==> src/sv/swmd_pkg.sv <==
package swmd_pkg;

	localparam int STACK_DEPTH_DEF = 64;
	localparam int DATA_W          = 32;
	localparam int REQ_W           = 2;
	localparam int ERR_W           = 2;
	localparam int COUNT_OUT_W     = 7;

	localparam logic [REQ_W-1:0] REQ_PUSH    = 2'd0;
	localparam logic [REQ_W-1:0] REQ_POP     = 2'd1;
	localparam logic [REQ_W-1:0] REQ_DEL_MID = 2'd2;
	localparam logic [REQ_W-1:0] REQ_PEEK    = 2'd3;

	localparam logic [ERR_W-1:0] ERR_OK    = 2'd0;
	localparam logic [ERR_W-1:0] ERR_UNDER = 2'd1;
	localparam logic [ERR_W-1:0] ERR_OVER  = 2'd2;

	// per-cycle command broadcast to every cell
	typedef struct packed {
		logic push_ok;
		logic del_ok;
	} cell_ctl_t;

endpackage

==> src/sv/swmd_cell.sv <==
module swmd_cell #(
	parameter int CW  = 7,
	parameter int IDX = 0
) (
	input  logic                              clk,
	input  swmd_pkg::cell_ctl_t               ctl,
	input  logic [CW-1:0]                     count,
	input  logic [CW-1:0]                     top_idx,
	input  logic [CW-1:0]                     mid_idx,
	input  logic signed [swmd_pkg::DATA_W-1:0] push_value,
	input  logic signed [swmd_pkg::DATA_W-1:0] above,
	output logic signed [swmd_pkg::DATA_W-1:0] word,
	output logic [swmd_pkg::DATA_W-1:0]        top_part,
	output logic [swmd_pkg::DATA_W-1:0]        mid_part
);
	import swmd_pkg::*;

	localparam logic [CW-1:0] IDX_C  = CW'(IDX);
	localparam logic [CW-1:0] IDX_P1 = CW'(IDX + 1);

	logic signed [DATA_W-1:0] word_q;

	// push writes the slot at count; delete shifts cells in [mid, count-2] down
	always_ff @(posedge clk) begin
		if (ctl.push_ok && (count == IDX_C)) begin
			word_q <= push_value;
		end else if (ctl.del_ok && (IDX_C >= mid_idx) && (IDX_P1 < count)) begin
			word_q <= above;
		end
	end

	assign word     = word_q;
	assign top_part = (top_idx == IDX_C) ? word_q : '0;
	assign mid_part = (mid_idx == IDX_C) ? word_q : '0;

endmodule

==> config.mk <==
export PLATFORM = sky130hd
export DESIGN_NAME = swmd_cell
export DESIGN_NICKNAME = d
export VERILOG_FILES = /design/src/sv/swmd_pkg.sv /design/src/sv/swmd_cell.sv
export SDC_FILE = /design/constraint.sdc
export NUM_CORES = 1
export LEC_CHECK = 0
export ABC_AREA = 0
export BUFFER_PORTS_ARGS = -buffer_cell sky130_fd_sc_hd__buf_2
export CORE_ASPECT_RATIO = 1.25
export CORE_MARGIN = 2
export CORE_UTILIZATION = 25
export DETAILED_ROUTE_END_ITERATION = 16
export GPL_ROUTABILITY_DRIVEN = 0
export PLACE_DENSITY = 0.59
export SLEW_MARGIN = 40
export SYNTH_ARGS = -nofsm -noshare
export SYNTH_HDL_FRONTEND = slang
export SYNTH_SLANG_ARGS = --single-unit
==> constraint.sdc <==
create_clock -name clk -period 2.8 [get_ports clk]
set_input_delay 0.56 -clock clk [delete_from_list [all_inputs] [get_ports clk]]
set_output_delay 0.56 -clock clk [all_outputs]
set_load 0.1 [all_outputs]
==> results.md, run 1 <==
* Crit path max fanout at 33
* Port Buffers at 183
* Sequential power share at between 50% and 60%
* First-pass GRT wire length at between 9000 and 10000 um
* Critical path startpoint: mid_idx[2]
* P&R area growth vs syn at 108%
* Hold-fix buffers, CTS at 0
* H-tree depth at 2
* Number of max-cap violations at 0
* Global-route usage over all layers at around 14%
* Post-synth net total at 236
* Synth top area share at 47.9%
* Mapped Area at 2010 um2
* CP Capture Type: output pin
* Unique masters post-synth at 13
* Dpl hpwl at 5330 um
* Crit Path Class: input pin to output pin
* Vias in the first global route at 1935
* Fin. Hold Viols at 0
* Setup TNS at 0 ps
* Die height at roughly 100 um
* Chip Width at 84.1 um
* Logic gate share of total power at 16.4%
* Effective utilization at floorplan at 25.8%
* Minimum clock period after layout at 2690 ps
* Avg Cell Area, Syn at 13.6 um2
* Hold_ws at 582 ps
* Worst rel slew slack at 66.6%
* Mapped Cells at 148
* FMAX at 0.371 GHz
* RSZ-0062 raised after global routing: no
* Rows at 36
* Initial DRC Count at 67
* Async set or reset register ratio after synthesis at 0%
* Final Setup Violations at 0
* Status: completed
* Top FF cell, synth: edfxtp_1
* TritonCTS Sinks at 32
* Setup bufs post-CTS at 0
* CTS root buffer: clkbuf_8
* Net Sw Frac at 23.1%
* Slew @ Worst Pin at 504 ps
* Core Area at 7790 um2
* CTS Buf Count at 5
* Net Sw Power at 238 uW
* CTS tree: built
* Largest net degree at the start of global routing at 34
* Post-synth top cells: and2_1, edfxtp_1, mux2_4
* Overflow after GRT at 0
* Placed Cells incl. Taps at 421
* Fill count at 647
* Tot Pwr at 1030 uW
* Final worst slack at 106 ps
* Drt pass-1 iters at 4
* Post-cts sizing count at 0
* Final Non-Filler Cells at about 430
* Sequential share of the synthesized area at 47.9%
* Register bit total from synthesis at 32
* Clock network power share at 32.0%
* Hold path startpoint: above[8]
* Largest area contributor in the netlist: edfxtp_1
* Post-route DRC at 0
* IO Pins at 184
* Int Pwr at 794 uW
* Number of flip-flops under the largest register name at 32
* Post-synth EDFFs at 32
* Tcrit/Tclk final at 96.2%
* Count leader, synth: and2_1
* Crit start category: input pin
* Total Die Area at about 9000 um2
* ANT cells at 0
* CP required at 2240 ps
* Fin. max-slew vios at 0
* HP Class: input pin to flip-flop
* Initial antenna violation count at 0
* Leakage at roughly 0.0019 uW
* Synth top area cells: edfxtp_1, mux2_4, and2_1
* Routed Antenna Nets at 0
* Critical path arrival at 2130 ps
* Peak supply drop at 163 uV
* Clk buf depth at 2
* CP Capture Point: mid_part[0]
* Layout cells sized above 1 at about nine tenths
* PwrDens at 247 nW/um2
* Via count at between 1500 and 2000
* Place WS at 110 ps
* Vias per cell at 4.31
* Yosys Warn Count at 0
* Final WL at 6410 um
* Nets at 421
* Clock-pin slew on the worst setup and hold paths at about 60 ps
* Avg WL per Cell at between 10 and 15 um
-- cell usage in the layout (no fill, tap or decap) --
master,instances
buf_2,119
buf_12,66
and2_2,35
edfxtp_1,32
mux2_4,30
and2_4,29
clkbuf_8,5
buf_4,3
or4_4,2
mux2_2,2
or4_1,2
nor4_2,2
clkbuf_1,2
nand2b_1,1
or3_2,1
nor4_1,1
a31o_2,1
clkinv_1,1
-- cell families after synthesis --
group / synth area share, %
AND/OR/NAND/NOR: 23.4
multiplexers: 23.6
flip-flops: 47.9
buffers and inverters: 4.68
AO/OA/AOI/OAI: 0.436
-- area by class of cell --
| cell class | instances | area, um2 | share of cell area (%) |
|---|---|---|---|
| repair buffers | 188 | 1940 | 46.4 |
| multi-input cells | 106 | 1080 | 25.9 |
| flip-flops and latches | 32 | 961 | 23.0 |
| well taps | 95 | 119 | 2.84 |
| clock buffers | 7 | 76.3 | 1.83 |
| clock inverters | 1 | 3.75 | 0.0898 |
-- worst max-delay path, cell delays in order --
cell and delay, ps:
buf_2 90, or4_1 550, nor4_2 310, buf_12 250, and2_2 190, buf_12 170
-- power groups by stage --
stage          combinational (uW)  sequential, uW  clock [uW]
2_1_floorplan                63.9             567           0
3_3_place_gp                  168             544           0
3_5_place_dp                  171             544           0
4_1_cts                       171             533         350
5_1_grt                       181             533         374
6_report                      169             533         330
-- how the worst min path moves through the flow --
| stage | to | slack, ps | cells after the start |
|---|---|---|---|
| after global placement | word[7] | 860 | 2 |
| final | word[8] | 580 | 2 |
| after global routing | word[8] | 570 | 2 |
| after floorplan | word[10] | 780 | 1 |
| after detailed placement | word[8] | 860 | 2 |
| after CTS | word[8] | 570 | 2 |
-- metal layers --
layer	vias up	track usage, %	part of all wire, %
li1	887	-	-
met1	855	15.0	35
met2	97	27.9	56
met3	10	3.02	6.8
met4	0	5.53	2.3
met5	-	0	0
-- stage by stage --
stage          util (%)  area, um2
5_1_grt            53.6       4180
3_3_place_gp       52.6       4100
6_report           53.6       4180
2_1_floorplan         -       2120
3_5_place_dp       52.6       4100
4_1_cts            53.6       4180
(Power assumes the default switching activity.)
==> run 2: changes to the inputs <==
--- a/config.mk
+++ b/config.mk
@@ -9,10 +9,10 @@
 export BUFFER_PORTS_ARGS = -buffer_cell sky130_fd_sc_hd__buf_2
 export CORE_ASPECT_RATIO = 1.25
 export CORE_MARGIN = 2
-export CORE_UTILIZATION = 25
+export CORE_UTILIZATION = 37
 export DETAILED_ROUTE_END_ITERATION = 16
 export GPL_ROUTABILITY_DRIVEN = 0
-export PLACE_DENSITY = 0.59
+export PLACE_DENSITY = 0.81
 export SLEW_MARGIN = 40
 export SYNTH_ARGS = -nofsm -noshare
 export SYNTH_HDL_FRONTEND = slang
==> constraint.sdc (replaced) <==
create_clock -name clk -period 3.05 [get_ports clk]
set_input_delay 0.61 -clock clk [delete_from_list [all_inputs] [get_ports clk]]
set_output_delay 0.61 -clock clk [all_outputs]
set_load 0.1 [all_outputs]
==> results.md, run 2 (synthesized netlist as in run 1, its figures left out) <==
* Largest net degree at the start of global routing at 34
* H-tree depth at 2
* Clock-pin slew on the worst setup and hold paths at 70 ps
* CTS Buf Count at 5
* Slew @ Worst Pin at 593 ps
* RSZ-0062 raised after global routing: no
* Fin. Hold Viols at 0
* Final Setup Violations at 0
* Vias per cell at ~4.7
* Avg WL per Cell at 17.1 um
* PwrDens at ~260 nW/um2
* Chip Width at 69.9 um
* Hold Path Depth at 2
* Hold path startpoint: above[18]
* Nets at 419
* Core Area at between 5000 and 6000 um2
* Drt pass-1 iters at 4
* CP Capture Type: output pin
* Minimum clock period after layout at 2750 ps
* Total Die Area at around 6000 um2
* Crit start category: input pin
* Most frequent cells in the layout: buf_2, buf_12, and2_2
* Initial antenna violation count at 0
* Tcrit/Tclk final at 90.1%
* Crit Path Class: input pin to output pin
* Critical path arrival at 2140 ps
* Setup bufs post-CTS at 0
* First-pass GRT wire length at between 10000 and 15000 um
* Number of flip-flops under the largest register name at 32
* Hold-fix buffers, CTS at 0
* Dpl hpwl at between 5000 and 6000 um
* Clk buf depth at 2
* Commonest non-fill, non-tap cell in the layout: buf_2
* Worst rel slew slack at 60.4%
* Routed Antenna Nets at 0
* Via count at 1879
* Final Util at roughly 77%
* Status: completed
* CP required at 2440 ps
* IO Pins at 184
* Fin. max-slew vios at 0
* Die height at 86.3 um
* HP Class: input pin to flip-flop
* Vias in the first global route at between 1500 and 2000
* Number of max-cap violations at 0
* Global-route usage over all layers at 22.0%
* Overflow after GRT at 0
* ANT cells at 0
* Port Buffers at approximately 180
* FMAX at between 0.3 and 0.4 GHz
* Worst hold endpoint: word[18]
* Layout cells sized above 1 at 88.0%
* Setup TNS at 0 ps
* Final WL at between 6000 and 7000 um
* Leakage at 0.00190 uW
* P&R area growth vs syn at 104%
* Post-cts sizing count at 0
* CTS tree: built
* Peak supply drop at 233 uV
* Post-route DRC at 0
* Rows at 30
* Crit path max fanout at 32
* TritonCTS Sinks at 32
* Effective utilization at floorplan at 37.7%
* Initial DRC Count at 58
* CTS root buffer: clkbuf_8
run 2: cell count changes in the layout (fill, tap and decap cells not counted), moves of 2 or more:
cell	before	now
and2_1	0	4
and2_2	35	60
clkbuf_1	2	0
and2_4	29	0
run 2: where the power goes:
part	internal, uW	switching [uW]	total, uW
logic	82.2	73.1	155
clock network	242	166	408
registers	487	2.11	489
total	811	241	1050
run 2: worst max-delay path by stage:
stage / slack [ps] / from / cells after the start / endpoint
floorplan: 50 / mid_idx[2] / 3 / mid_part[0]
global placement: 350 / mid_idx[2] / 6 / mid_part[31]
detailed placement: 280 / top_idx[2] / 6 / top_part[3]
CTS: 270 / top_idx[2] / 6 / top_part[3]
global route: 230 / top_idx[2] / 6 / top_part[21]
finish: 300 / top_idx[2] / 6 / top_part[3]
run 2: layout make-up:
class,count,area [um2]
clock buffer,5,68.8
clock inverter,3,42.5
fill,321,1230
multi-input combinational,106,1040
sequential,32,961
tap,64,80.1
timing repair buffer,186,1910
run 2: metal layers:
metal / global-route usage (%) / part of all wire (%) / vias up
li1: - / - / 882
met1: 20.9 / 31 / 870
met2: 44.8 / 61 / 108
met3: 2.56 / 4.5 / 19
met4: 12.1 / 3.7 / 0
met5: 0 / 0 / -
run 2: stage by stage:
stage	setup slack (ps)	hold WS [ps]	instances	total power (uW)	cell area [um2]
after floorplan	53.8	827	148	578	2080
after global placement	349	912	388	649	3990
after detailed placement	279	914	388	655	3990
after CTS	274	611	396	1060	4100
after global routing	227	607	396	1090	4100
final	301	618	396	1050	4100
run 2: worst max-delay path, stage by stage:
cell and delay [ps]:
buf_2 90, or4_1 540, nor4_2 170, buf_4 310, and2_2 240, buf_12 180
